**config.mk**
```make
export PLATFORM = sky130hd
export DESIGN_NAME = shgr_mac
export DESIGN_NICKNAME = d
export VERILOG_FILES = /design/src/stereo_hrtf_gain_reverb_top_defines.svh /design/src/shgr_pkg.sv /design/src/shgr_mac.sv
export SDC_FILE = /design/constraint.sdc
export NUM_CORES = 1
export LEC_CHECK = 0
export CAP_MARGIN = 30
export CORE_ASPECT_RATIO = 1.5
export CORE_UTILIZATION = 35
export DETAILED_ROUTE_END_ITERATION = 10
export DONT_BUFFER_PORTS = 1
export MAX_ROUTING_LAYER = met4
export PLACE_DENSITY = 0.61
export SETUP_SLACK_MARGIN = 0.15
export SLEW_MARGIN = 10
export SYNTH_ARGS = -nofsm -noshare
export SYNTH_HDL_FRONTEND = slang
export SYNTH_SLANG_ARGS = --single-unit
export TNS_END_PERCENT = 20
```
**constraint.sdc**
```tcl
create_clock -name i_clk -period 12 [get_ports i_clk]
set_input_delay 0.6 -clock i_clk [delete_from_list [all_inputs] [get_ports i_clk]]
set_output_delay 0.6 -clock i_clk [all_outputs]
set_load 0.01 [all_outputs]
```
**src/stereo_hrtf_gain_reverb_top_defines.svh**
```systemverilog
// Assertion macros for the stereo HRTF gain and echo block.
// Taken in by the RTL files that carry concurrent assertions; no other dependencies.
`ifndef STEREO_HRTF_GAIN_REVERB_TOP_DEFINES_SVH
`define STEREO_HRTF_GAIN_REVERB_TOP_DEFINES_SVH

// Same-cycle implication, off while reset is asserted.
`define SHGR_ASSERT_IMP(lbl, clk, rst_n, ante, cons, msg) \
    lbl: assert property (@(posedge clk) disable iff (!rst_n) (ante) |-> (cons)) \
        else $error(msg);

// Next-cycle implication, off while reset is asserted.
`define SHGR_ASSERT_NXT(lbl, clk, rst_n, ante, cons, msg) \
    lbl: assert property (@(posedge clk) disable iff (!rst_n) (ante) |=> (cons)) \
        else $error(msg);

`endif

```
**src/shgr_pkg.sv**
```systemverilog
// Shared types, constants, coefficient tables and helper functions of the
// stereo HRTF gain and echo block. No dependencies.
`default_nettype none

package shgr_pkg;

    // sizes
    localparam int LINE_DEPTH  = 4800;
    localparam int ENTRY_COUNT = 8;
    localparam int ADDR_W      = (LINE_DEPTH > 1) ? $clog2(LINE_DEPTH) : 1;
    localparam int DELAY_W     = 13;
    localparam int SUM_W       = ((ADDR_W > DELAY_W) ? ADDR_W : DELAY_W) + 1;
    localparam int ENTRY_W     = (ENTRY_COUNT > 1) ? $clog2(ENTRY_COUNT) : 1;
    localparam int TAP_W       = 3;
    localparam int SAMPLE_W    = 16;
    localparam int GAIN_W      = 15;
    localparam int OP_W        = 17;
    localparam int PROD_W      = 2 * OP_W;
    localparam int ACC_W       = PROD_W + 1;
    localparam int Q15_SHIFT   = 15;
    localparam int WIDE_W      = ACC_W - Q15_SHIFT;
    localparam int Q15_MAX     = 32767;
    localparam int Q15_ONE     = 32768;
    localparam int FULL_TURN   = 360;
    localparam int HALF_TURN   = 180;
    localparam int CFG_IDX_W   = 3;
    localparam int CFG_DATA_W  = 16;

    typedef logic signed [SAMPLE_W-1:0] t_sample;
    typedef logic        [8:0]          t_azimuth;
    typedef logic        [ENTRY_W-1:0]  t_entry;
    typedef logic        [TAP_W-1:0]    t_tap;
    typedef logic        [ADDR_W-1:0]   t_addr;
    typedef logic        [DELAY_W-1:0]  t_delay;
    typedef logic        [GAIN_W-1:0]   t_gain;
    typedef logic signed [OP_W-1:0]     t_mac_op;
    typedef logic signed [PROD_W-1:0]   t_mac_prod;
    typedef logic signed [ACC_W-1:0]    t_mac_acc;
    typedef logic signed [WIDE_W-1:0]   t_wide;
    typedef logic        [CFG_IDX_W-1:0]  t_cfg_idx;
    typedef logic        [CFG_DATA_W-1:0] t_cfg_data;

    // register indexes
    localparam t_cfg_idx CFG_SPATIAL_EN = 3'd0;
    localparam t_cfg_idx CFG_BALANCE    = 3'd1;
    localparam t_cfg_idx CFG_REVERB_EN  = 3'd2;
    localparam t_cfg_idx CFG_DELAY      = 3'd3;
    localparam t_cfg_idx CFG_WET        = 3'd4;
    localparam t_cfg_idx CFG_DECAY      = 3'd5;

    // register reset values
    localparam t_delay RST_DELAY = 13'd2400;
    localparam t_gain  RST_WET   = 15'd6553;
    localparam t_gain  RST_DECAY = 15'd9830;

    typedef struct packed {
        logic issue;   // start a multiply this cycle
        logic accum;   // add to accumulator instead of replacing it
    } t_mac_ctl;

    typedef struct packed {
        logic fresh;   // accumulator was updated at the last edge
    } t_mac_stat;

    typedef enum logic [4:0] {
        S_IDLE,
        S_MUL_L,
        S_MUL_R,
        S_CAP_L,
        S_CAP_R,
        S_BAL_MUL,
        S_BAL_WAIT,
        S_BAL_CAP,
        S_RV_DRY_L,
        S_RV_WET_L,
        S_RV_DRY_R,
        S_RV_WET_R,
        S_RV_DEC_L,
        S_RV_CAP_R,
        S_RV_DEC_R,
        S_RV_WAIT,
        S_RV_WR_R,
        S_FIN
    } t_state;

    localparam logic [8:0] ENTRY_AZ [8] = '{
        9'd0, 9'd45, 9'd90, 9'd135, 9'd180, 9'd225, 9'd270, 9'd315
    };

    localparam logic [GAIN_W-1:0] COEF_L [8][8] = '{
        '{15'd32767, 15'd32000, 15'd30000, 15'd28000, 15'd25000, 15'd22000, 15'd19000, 15'd16000},
        '{15'd32767, 15'd31000, 15'd28000, 15'd24000, 15'd20000, 15'd16000, 15'd12000, 15'd8000},
        '{15'd24000, 15'd22000, 15'd18000, 15'd14000, 15'd10000, 15'd7000,  15'd4000,  15'd2000},
        '{15'd20000, 15'd18000, 15'd15000, 15'd12000, 15'd9000,  15'd6000,  15'd4000,  15'd2000},
        '{15'd22000, 15'd20000, 15'd17000, 15'd14000, 15'd11000, 15'd8000,  15'd5000,  15'd3000},
        '{15'd28000, 15'd30000, 15'd32767, 15'd30000, 15'd26000, 15'd22000, 15'd18000, 15'd14000},
        '{15'd32767, 15'd32000, 15'd30000, 15'd28000, 15'd25000, 15'd22000, 15'd19000, 15'd16000},
        '{15'd30000, 15'd32767, 15'd31000, 15'd28000, 15'd24000, 15'd20000, 15'd16000, 15'd12000}
    };

    localparam logic [GAIN_W-1:0] COEF_R [8][8] = '{
        '{15'd32767, 15'd32000, 15'd30000, 15'd28000, 15'd25000, 15'd22000, 15'd19000, 15'd16000},
        '{15'd30000, 15'd32767, 15'd31000, 15'd28000, 15'd24000, 15'd20000, 15'd16000, 15'd12000},
        '{15'd32767, 15'd32000, 15'd30000, 15'd28000, 15'd25000, 15'd22000, 15'd19000, 15'd16000},
        '{15'd28000, 15'd30000, 15'd32767, 15'd30000, 15'd26000, 15'd22000, 15'd18000, 15'd14000},
        '{15'd22000, 15'd20000, 15'd17000, 15'd14000, 15'd11000, 15'd8000,  15'd5000,  15'd3000},
        '{15'd20000, 15'd18000, 15'd15000, 15'd12000, 15'd9000,  15'd6000,  15'd4000,  15'd2000},
        '{15'd24000, 15'd22000, 15'd18000, 15'd14000, 15'd10000, 15'd7000,  15'd4000,  15'd2000},
        '{15'd32767, 15'd31000, 15'd28000, 15'd24000, 15'd20000, 15'd16000, 15'd12000, 15'd8000}
    };

    // Nearest entry by circular distance; strict compare keeps the lower index on ties.
    function automatic t_entry nearest_entry(input t_azimuth az);
        logic [8:0] a;
        logic [8:0] d;
        logic [8:0] best_d;
        t_entry     best;
        a      = (az >= 9'(FULL_TURN)) ? az - 9'(FULL_TURN) : az;
        best_d = 9'(FULL_TURN);
        best   = '0;
        for (int i = 0; i < ENTRY_COUNT; i++) begin
            d = (a >= ENTRY_AZ[i]) ? a - ENTRY_AZ[i] : ENTRY_AZ[i] - a;
            if (d > 9'(HALF_TURN)) begin
                d = 9'(FULL_TURN) - d;
            end
            if (d < best_d) begin
                best_d = d;
                best   = t_entry'(i);
            end
        end
        return best;
    endfunction

    // floor(acc / 2^15)
    function automatic t_wide floor_q15(input t_mac_acc acc);
        return acc[ACC_W-1:Q15_SHIFT];
    endfunction

    // acc / 2^15 rounded toward zero
    function automatic t_wide trunc_q15(input t_mac_acc acc);
        t_mac_acc biased;
        biased = acc + t_mac_acc'(Q15_MAX);
        return acc[ACC_W-1] ? biased[ACC_W-1:Q15_SHIFT] : acc[ACC_W-1:Q15_SHIFT];
    endfunction

    // symmetric clamp to +-32767
    function automatic t_sample sat_sym(input t_wide w);
        if (w > t_wide'(Q15_MAX)) begin
            return t_sample'(Q15_MAX);
        end
        if (w < -t_wide'(Q15_MAX)) begin
            return -t_sample'(Q15_MAX);
        end
        return w[SAMPLE_W-1:0];
    endfunction

endpackage

`default_nettype wire

```
**src/shgr_mac.sv**
```systemverilog
// Shared multiply-accumulate unit: registered 17x17 signed product, then
// a registered accumulate or load. Depends on shgr_pkg.
`default_nettype none

module shgr_mac (
    input  logic                i_clk,
    input  logic                i_rst_n,
    input  shgr_pkg::t_mac_ctl  i_ctl,
    input  shgr_pkg::t_mac_op   i_a,
    input  shgr_pkg::t_mac_op   i_b,
    output shgr_pkg::t_mac_acc  o_acc,
    output shgr_pkg::t_mac_stat o_stat
);
    import shgr_pkg::*;

    t_mac_prod r_prod;
    t_mac_acc  r_acc;
    logic      r_p_vld;
    logic      r_p_acc;
    logic      r_fresh;

    always_ff @(posedge i_clk) begin
        if (!i_rst_n) begin
            r_p_vld <= 1'b0;
            r_p_acc <= 1'b0;
            r_fresh <= 1'b0;
        end else begin
            r_p_vld <= i_ctl.issue;
            r_p_acc <= i_ctl.accum;
            r_fresh <= r_p_vld;
        end
    end

    always_ff @(posedge i_clk) begin
        r_prod <= i_a * i_b;
        if (r_p_vld) begin
            r_acc <= r_p_acc ? r_acc + t_mac_acc'(r_prod) : t_mac_acc'(r_prod);
        end
    end

    assign o_acc        = r_acc;
    assign o_stat.fresh = r_fresh;

endmodule

`default_nettype wire

```
# == Word level (Yosys, flattened, before mapping) ==
# Cells that the tools add are included.
# op_classes
addsub,1
multipliers,1
n_mux,1
# op_table
cell,count
adder 35 x 34 -> 35 bit,1
2-to-1 mux 35 bit,1
multiplier 17 x 17 -> 34 bit,1
# word_totals
register_bits,72
input_bits,38
wordCells,8

# == Longest topological paths before layout ==
# Gate-level depths: netlist of run 1.
# depth
depth_word,2
depth_mapped,24
mapped_depth_nobuf,23

# == Least setup slack after synthesis of run 1 ==
# Ideal clock, no wire load.
# synth_path
kind,in2reg
start,in i_b[8]
end,reg r_prod[27]
setup_time_ns,0.072
t_arrival_ns,6.345
setup_slack_ns,5.583
cell_stages,24
n_path_buf,2
path_cell_list,clkbuf_1 clkbuf_1 nand2_1 fa_1 inv_1 fa_1 inv_1 fa_1 inv_1 fa_1 fa_1 inv_1 fa_1 inv_1 ha_1 a21o_1 a21o_1 a21o_1 a311oi_1 o31ai_2 a211o_1 a31o_1 a21oi_1 xnor2_1
# synth_via
elab_chain_len,1
# synth_rtl
element,line,text
"start, declared",shgr_mac.sv:10,"input shgr_pkg::t_mac_op i_b,"
multiplier 17 x 17 -> 34 bit,shgr_mac.sv:35,r_prod <= i_a * i_b;
"end signal, assigned",shgr_mac.sv:35,
"end, declared",shgr_mac.sv:16,t_mac_prod r_prod;
# No other way between the ends.
# A chain may end at the register's enable or synchronous reset.

# == Worst setup path after layout of run 1 ==
# layout_path
start,in i_b[5]
end,reg r_prod[27]
# Same word-level chain as after synthesis.

==> impl_metrics.ini, run 1 <==
[yosys]
synth_largest_area_cell = fa_1
synthArstFlopShare_pct = 0
synth_ff_type = dfxtp_1
ys_seq_elements = 72
yosysWarnings = 0
yosysMostFrequentCell = inv_1
synthesis.nets = 2018
synth_top_area_share_pct = 39.9
yosys.area_share.simple_pct = 14.5
yosys-top-cells-area = fa_1 (40%), ha_1 (10%), inv_1 (8.1%)
synth_fa_ha_area_share_pct = 49.9
syn-cell-area_um2 = 14900
synth.avg_cell_area_um2 = 9.52
netlist_instances = 1564
synth-edff-count = 35
synthMuxAreaShare_pct = 1.56
yosysUniqueCellTypes = 67
synthTopCellsByCount = inv_1 (321), fa_1 (297), nand2_1 (164)
yosys.area_share.xor_xnor_pct = 3.53
synth_top_family_by_area = adder cells
synth_compound_area_share_pct = 9.08
yosysSeqAreaShare_pct = 12.0

[cells_and_area]
final_cells = 2096
layout-drive-gt1-share_pct = 3.46
nets = 1981
num_antenna_cells = 0
fillers = 4233
area_growth_pct = 5.50

[cts]
cts_resized = 0
clk_pin_slew_ns = 0.06
cts_tree = built
htree_num_levels = 3
clk_latency_ns = 0.35
cts_made_buffers = 9
cts_setup_buffers = 0
clockRootBuffer = clkbuf_16
clock_sinks = 72
cts_hold_buf = 0
clockBufferDepth = 2

[route]
drc_errors = 0
drtAntennaViolNets = 0
drtPass1Iterations = 5
vias = 10500
viasPerCell = 5.00
drt_iter0_drc = 499
wl_met3_um = 951
highest_layer = met4
met2_length_mm = 21.1
drt-wirelength-per-cell_um = 17.3
drt_wl_total_mm = 36.3
routedLengthMet1_mm = 12.1

[placed_design]
post-dp-hpwl_mm = 30.2
portBuffers = 0
place.gp.congestion = 0.881
dpl.cell_count = 2080
place_ws_ns = 5.66

[worst_hold_path]
hp-start = i_rst_n
hp-class = in -> reg

[sta]
timing.final.crit_share_pct = 50.0
fin_setup_tns_ns = 0
period_minus_slack_ns = 5.99
slew_viol_final = 0
slew_headroom_pct = 43.0
skew_ns = 0.0129
worstMarginPinSlew_ns = 0.854
fin_ws_ns = 6.01
finalHoldViolations = 0
setup_viol = 0
rsz0062_at_grt = no
max_clock_freq_mhz = 167

[floorplan]
initial_core_util_pct = 35.4
die_area_um2 = 43400
ioPinCount = 74
die_x_um = 170
core_um2 = 42000
fp.dieH_um = 255
row_count = 92

[global_routing]
globalRouteOverflowTotal = 0
track_usage_pct = 18.6
grt_pass1_vias = 11800
grt_antenna_before_repair = 0
grt_pass1_wl_mm = 60.0
grt_max_degree = 37

[worst_setup_path]
critPathRequiredTime_ns = 12.27
crit_path_end_kind = register
crit_path_start_kind = input port
crit_arrival_ns = 6.27
worst-setup-path-type = in -> reg
critPathLaunch = i_b[5]
critPathMaxFanout = 17
r2r_start = o_acc[0]

[job]
drv_cap = 0

[status]
status = finished, final reports clean
-- registers in the layout (all words and copies together) (netlist names) --
name,count
o_acc,35
r_p_vld,1
r_p_acc,1
r_prod,34
o_stat,1
-- worst max-delay path, stage by stage --
cell     delay [ns]
and2_1         0.16
fa_1           0.53
inv_1          0.05
fa_1           0.45
fa_1           0.50
fa_1           0.57
inv_1          0.05
fa_1           0.48
inv_1          0.05
fa_1           0.47
inv_1          0.06
ha_1           0.35
a21oi_1        0.24
nor3b_2        0.23
a22oi_1        0.14
a31oi_1        0.36
o31ai_2        0.15
a211o_1        0.33
a31o_1         0.21
a21oi_1        0.17
xnor2_1        0.13
-- placed cells by master (no fill, tap or decap), types with 3 or more instances in the layout --
master | netlist | layout
a211oi_1 | 6 | 6
a211oi_2 | 4 | 4
a21boi_0 | 4 | 4
a21o_1 | 29 | 29
a21oi_1 | 56 | 56
a22oi_1 | 3 | 3
a31oi_1 | 6 | 6
and2_1 | 153 | 153
and3_1 | 3 | 3
clkbuf_16 | 0 | 9
clkinv_4 | 0 | 3
dfxtp_1 | 37 | 37
edfxtp_1 | 35 | 35
fa_1 | 297 | 297
ha_1 | 119 | 119
inv_1 | 321 | 321
mux2_2 | 18 | 18
mux2i_1 | 3 | 3
nand2_1 | 164 | 164
nand2b_1 | 8 | 8
nand3_1 | 9 | 9
nand4_1 | 7 | 7
nand4b_1 | 4 | 4
nor2_1 | 46 | 46
nor2b_1 | 9 | 9
nor3_1 | 12 | 12
o2111ai_1 | 3 | 3
o211ai_1 | 3 | 3
o21a_1 | 10 | 10
o21ai_0 | 33 | 33
o21ai_1 | 3 | 3
o21bai_1 | 9 | 9
o22ai_1 | 3 | 3
xnor2_1 | 46 | 46
xor2_1 | 14 | 14
-- through the flow --
step / utilization (%) / hold WS, ns / cell area, µm²
after floorplan: - / 0.509 / 14900
after global placement: 36.7 / 0.535 / 15400
after detailed placement: 36.7 / 0.536 / 15400
after CTS: 37.4 / 0.368 / 15700
after global routing: 37.4 / 0.377 / 15700
final: 37.4 / 0.378 / 15700
-- path summary, 6_finish.rpt --
path | to | slack [ns] | depth (start not counted)
setup reg to reg | o_acc[34] | 8.66 | 12
hold reg to reg | o_acc[3] | 0.55 | 1
setup / recovery | r_prod[27] | 6.01 | 21
hold / removal | o_stat | 0.38 | 1
-- kinds of logic after synthesis --
group / Yosys count
buf+inv: 371
flops: 72
fa+ha+maj: 416
compound gates: 197
mux: 21
simple gates: 427
xor+xnor: 60
-- cell type report --
| type | count | area [µm²] | area share (%) |
|---|---|---|---|
| multi-input cells | 1121 | 11700 | 74.5 |
| flip-flops and latches | 72 | 1790 | 11.4 |
| inverters | 321 | 1200 | 7.67 |
| well taps | 564 | 706 | 4.49 |
| clock buffers | 10 | 239 | 1.52 |
| clock inverters | 6 | 50.0 | 0.319 |
| repair buffers | 2 | 15.0 | 0.0956 |
-- routing by layer --
metal,vias up,GRT usage (%)
met5,-,-
met3,99,1.21
met4,0,9.78
li1,4781,-
met2,243,36.7
met1,5355,17.8
Power of run 1 is not shown: default switching activity piles up to over one toggle a cycle in this logic, so the estimate is an artifact.
==> inputs of run 2 (changes only) <==
- ABC_AREA: default -> 1
- clock period: 12 -> 6.1 ns (I/O delays scaled with it)
==> impl_metrics.ini, run 2 <==
[yosys]
yosysSeqAreaShare_pct = 11.0
synth_largest_area_cell = fa_1
synth_ff_type = dfxtp_1
synth.avg_cell_area_um2 = 7.59
synth_top_area_share_pct = 36.5
yosysUniqueCellTypes = 42
yosysMostFrequentCell = nand2_1
yosysWarnings = 0
netlist_instances = 2148
syn-cell-area_um2 = 16300
synthesis.nets = 2602
yosys-top-cells-area = fa_1 (36%), nand2_1 (14%), inv_1 (13%)
synth-edff-count = 35
ys_seq_elements = 72
synthTopCellsByCount = nand2_1 (590), inv_1 (563), fa_1 (297)
synthArstFlopShare_pct = 0

[cells_and_area]
fin_area_um2 = 17100
nets = 2543
fillers = 4776
largest_reg_flops = 35
multi_input_area_um2 = 12100
regArea_um2 = 1790
final_cell_mix = nand2_1 (590), inv_1 (563), fa_1 (297), ha_1 (119), nor2_1 (102)
final_common_cell = nand2_1
layout-drive-gt1-share_pct = 4.54
area_growth_pct = 4.74
final_cells = 2682
num_antenna_cells = 0

[floorplan]
core_um2 = 45900
die_area_um2 = 47500
fp.dieH_um = 266
row_count = 96
initial_core_util_pct = 35.5
ioPinCount = 74
die_x_um = 178

[global_routing]
grt_pass1_wl_mm = 75.7
grt_antenna_before_repair = 0
grt_max_degree = 46
globalRouteOverflowTotal = 0
track_usage_pct = 21.6
grt_pass1_vias = 14200

[worst_setup_path]
crit_path_start_kind = input port
crit_path_end_kind = register
crit_arrival_ns = 5.51
critPathRequiredTime_ns = 6.37
critPathMaxFanout = 17
worst-setup-path-type = in -> reg

[route]
drt-wirelength-per-cell_um = 17.4
viasPerCell = 4.78
drtPass1Iterations = 5
drt_wl_total_mm = 46.6
drc_errors = 0
drt_iter0_drc = 632
drtAntennaViolNets = 0
vias = 12800

[cts]
cts_made_buffers = 9
cts_setup_buffers = 0
clk_latency_ns = 0.35
clock_sinks = 72
clk_pin_slew_ns = 0.07
cts_hold_buf = 0
clockRootBuffer = clkbuf_16
htree_num_levels = 3
cts_tree = built
cts_resized = 0
clockBufferDepth = 2

[sta]
max_clock_freq_mhz = 191
worstMarginPinSlew_ns = 0.617
period_minus_slack_ns = 5.24
fin_setup_tns_ns = 0
slew_viol_final = 0
timing.final.crit_share_pct = 85.9
setup_viol = 0
slew_headroom_pct = 58.7
rsz0062_at_grt = no
finalHoldViolations = 0
skew_ns = 0.00845

[placed_design]
dpl_cell_area_um2 = 16800
portBuffers = 0
place.gp.congestion = 0.953
dpl.cell_count = 2666
post-dp-hpwl_mm = 39.4

[job]
drv_cap = 0

[worst_hold_path]
hp-class = in -> reg

[status]
status = finished, final reports clean
[run 2: changes by cell type in the layout (fill, tap and decap cells not counted), moves of 26 or more]
cell     delta
inv_1     +242
a21o_1     -26
nand3_1    +46
and2_1    -153
nand2_1   +426
nor2_1     +56
[run 2: kinds of logic after synthesis]
| kind of cell | synth area share, % |
|---|---|
| AO/OA/AOI/OAI | 4.80 |
| buffers and inverters | 15.0 |
| adder cells (fa/ha/maj) | 45.6 |
| XOR/XNOR | 2.52 |
| AND/OR/NAND/NOR | 21.1 |
| flip-flops | 11.0 |
[run 2: path summary, 6_finish.rpt]
path	from	endpoint	slack, ns	cells past startpoint
setup reg to reg	o_acc[0]	o_acc[28]	3.29	15
setup / recovery	i_b[2]	r_prod[31]	0.86	18
hold / removal	i_rst_n	o_stat	0.04	2
hold reg to reg	r_prod[0]	o_acc[0]	0.53	2
[run 2: metal layers]
layer | global-route usage, % | wire (µm) | share of wire (%)
met5 | - | 0 | 0
met4 | 11.9 | 2860 | 6.1
met2 | 41.1 | 25500 | 55
met3 | 2.05 | 1670 | 3.6
met1 | 21.1 | 16600 | 36
[run 2: through the flow]
step	utilization [%]	setup slack [ns]	hold WS, ns
3_5_place_dp	36.6	0.455	0.404
3_3_place_gp	36.6	0.445	0.401
6_report	37.2	0.857	0.0440
4_1_cts	37.2	0.821	0.0290
5_1_grt	37.2	0.459	0.0429
2_1_floorplan	-	0.491	0.398
[run 2: cell type report]
| cell class | instances | area share (%) |
|---|---|---|
| multi-input combinational | 1426 | 70.7 |
| inverter | 576 | 12.7 |
| sequential | 72 | 10.5 |
| tap | 588 | 4.31 |
| clock buffer | 9 | 1.32 |
| clock inverter | 7 | 0.359 |
| timing repair buffer | 4 | 0.176 |
[run 2: critical path, cell delays in order]
cell and delay [ns]:
nand2_1 0.09, inv_1 0.09, fa_1 0.66, fa_1 0.89, fa_1 0.52, fa_1 0.51, fa_1 0.49, inv_1 0.05
fa_1 0.48, inv_1 0.04, ha_1 0.37, nand2_1 0.12, o21ai_0 0.34, nand2_1 0.10, o211ai_1 0.10, a21oi_1 0.06
nand2_1 0.09, xor2_1 0.20
Power of run 2 is left out for the same reason.
==> inputs of run 3 (changes only) <==
- CAP_MARGIN: 30 -> default
- CORE_MARGIN: default -> 10
- CTS_CLUSTER_DIAMETER: default -> 60
==> impl_metrics.ini, run 3 (synthesis results as in run 2) <==
[worst_setup_path]
cp_num_buf_inv = 4
worst-setup-path-type = in -> reg
r2r_start = o_acc[0]
cpMostUsedCell = fa_1
path_cells = nand2_1, inv_1, fa_1, fa_1, fa_1, fa_1, fa_1, inv_1, fa_1, inv_1, ha_1, nand2_1, nor2_1, inv_1, nor3_1, nand3_1, nand2_1, xor2_1
r2r_setup_slack_ns = 3.28
critPathSlowestCell = fa_1
critPathRequiredTime_ns = 6.36
slowest_delay_ns = 0.89
crit_arrival_ns = 5.59
worstReg2RegEnd = o_acc[28]
crit_path_start_kind = input port
critPathMaxFanout = 17
crit_family = adder cells
crit_path_end_kind = register
worstRegToRegCells = 15

[status]
status = finished, final reports clean

[global_routing]
grt_antenna_before_repair = 0
track_usage_pct = 18.3
grt_pass1_vias = 14400
grt_max_degree = 46
globalRouteOverflowTotal = 0
grt_pass1_wl_mm = 78.4

[cts]
clock_sinks = 72
clk_latency_ns = 0.35
clockRootBuffer = clkbuf_16
clk_pin_slew_ns = 0.06
cts_setup_buffers = 0
htree_num_levels = 3
cts_tree = built
cts_made_buffers = 9
clockBufferDepth = 2
cts_resized = 0
cts_hold_buf = 0

[sta]
rsz0062_at_grt = no
finalHoldViolations = 0
slew_viol_final = 0
fin_setup_tns_ns = 0
max_clock_freq_mhz = 188
period_minus_slack_ns = 5.33
skew_ns = 0.00729
timing.final.crit_share_pct = 87.4
worstMarginPinSlew_ns = 0.585
slew_headroom_pct = 60.9
setup_viol = 0

[floorplan]
core_um2 = 45900
die_area_um2 = 55800
ioPinCount = 74
die_x_um = 196
fp.dieH_um = 284
row_count = 96
initial_core_util_pct = 35.5

[job]
drv_cap = 0

[route]
drtAntennaViolNets = 0
vias = 13000
drt_wl_total_mm = 48.8
viasPerCell = 4.83
drtPass1Iterations = 5
drc_errors = 0
drt-wirelength-per-cell_um = 18.2
drt_iter0_drc = 645

[cells_and_area]
area_growth_pct = 4.84
largest_reg_flops = 35
final_cell_mix = nand2_1 (590), inv_1 (563), fa_1 (297), ha_1 (119), nor2_1 (102)
layout-drive-gt1-share_pct = 4.49
num_antenna_cells = 0
final_common_cell = nand2_1
nets = 2543

[placed_design]
post-dp-hpwl_mm = 41.7
place.gp.congestion = 0.941
portBuffers = 0

[worst_hold_path]
hp-class = in -> reg
hold_end = r_p_acc
hp-start = i_rst_n
hold_depth = 2
## run 3: cell count changes in the layout (fill, tap and decap cells not counted)
| cell | delta |
|---|---|
| clkinv_1 | +1 |
| clkinvlp_4 | -2 |
| inv_8 | -1 |
| clkinv_4 | +2 |
| bufinv_16 | +1 |
| inv_6 | -1 |
## run 3: layout make-up
| cell class | instances | area [µm²] |
|---|---|---|
| timing repair buffer | 4 | 30.0 |
| inverter | 576 | 2160 |
| multi-input combinational | 1426 | 12100 |
| tap | 588 | 736 |
| clock inverter | 7 | 77.6 |
| clock buffer | 9 | 225 |
| fill | 4809 | 28800 |
| sequential | 72 | 1790 |
## run 3: worst register-to-register path, stage by stage, from the launching register on
cell	delay, ns
edfxtp_1	0.43
ha_1	0.34
inv_1	0.10
fa_1	0.44
inv_1	0.16
nand3_1	0.10
nand3_2	0.12
nand3_1	0.10
nand2_2	0.17
nand2_1	0.07
nand2_1	0.15
nand2_1	0.14
nand2_1	0.09
nand2_1	0.05
nand3_1	0.07
nand2_1	0.05
## run 3: per-stage QoR
stage          utilization [%]  setup slack, ns  std cells  cell area (µm²)  hold slack (ns)
2_1_floorplan                -            0.491       2148            16300            0.398
3_3_place_gp              36.6            0.448       2666            16800            0.401
3_5_place_dp              36.6            0.420       2666            16800            0.410
4_1_cts                   37.3            0.768       2682            17100           0.0497
5_1_grt                   37.3            0.497       2682            17100           0.0591
6_report                  37.3            0.772       2682            17100           0.0589
## run 3: worst max path at each step
stage,from,endpoint,slack (ns),depth (start not counted)
floorplan,i_a[16],r_prod[33],0.49,24
CTS,i_b[2],r_prod[31],0.77,18
global placement,i_b[2],r_prod[31],0.45,18
detailed placement,i_b[2],r_prod[31],0.42,18
global route,i_b[2],r_prod[31],0.50,18
finish,i_b[2],r_prod[31],0.77,18
## run 3: metal layers
layer / wire, µm / GRT usage [%] / vias up
li1: - / - / 6119
met1: 16800 / 17.2 / 6375
met2: 27400 / 35.6 / 337
met3: 1980 / 2.27 / 123
met4: 2570 / 9.01 / 0
met5: 0 / - / -
Power of run 3 is left out for the same reason.
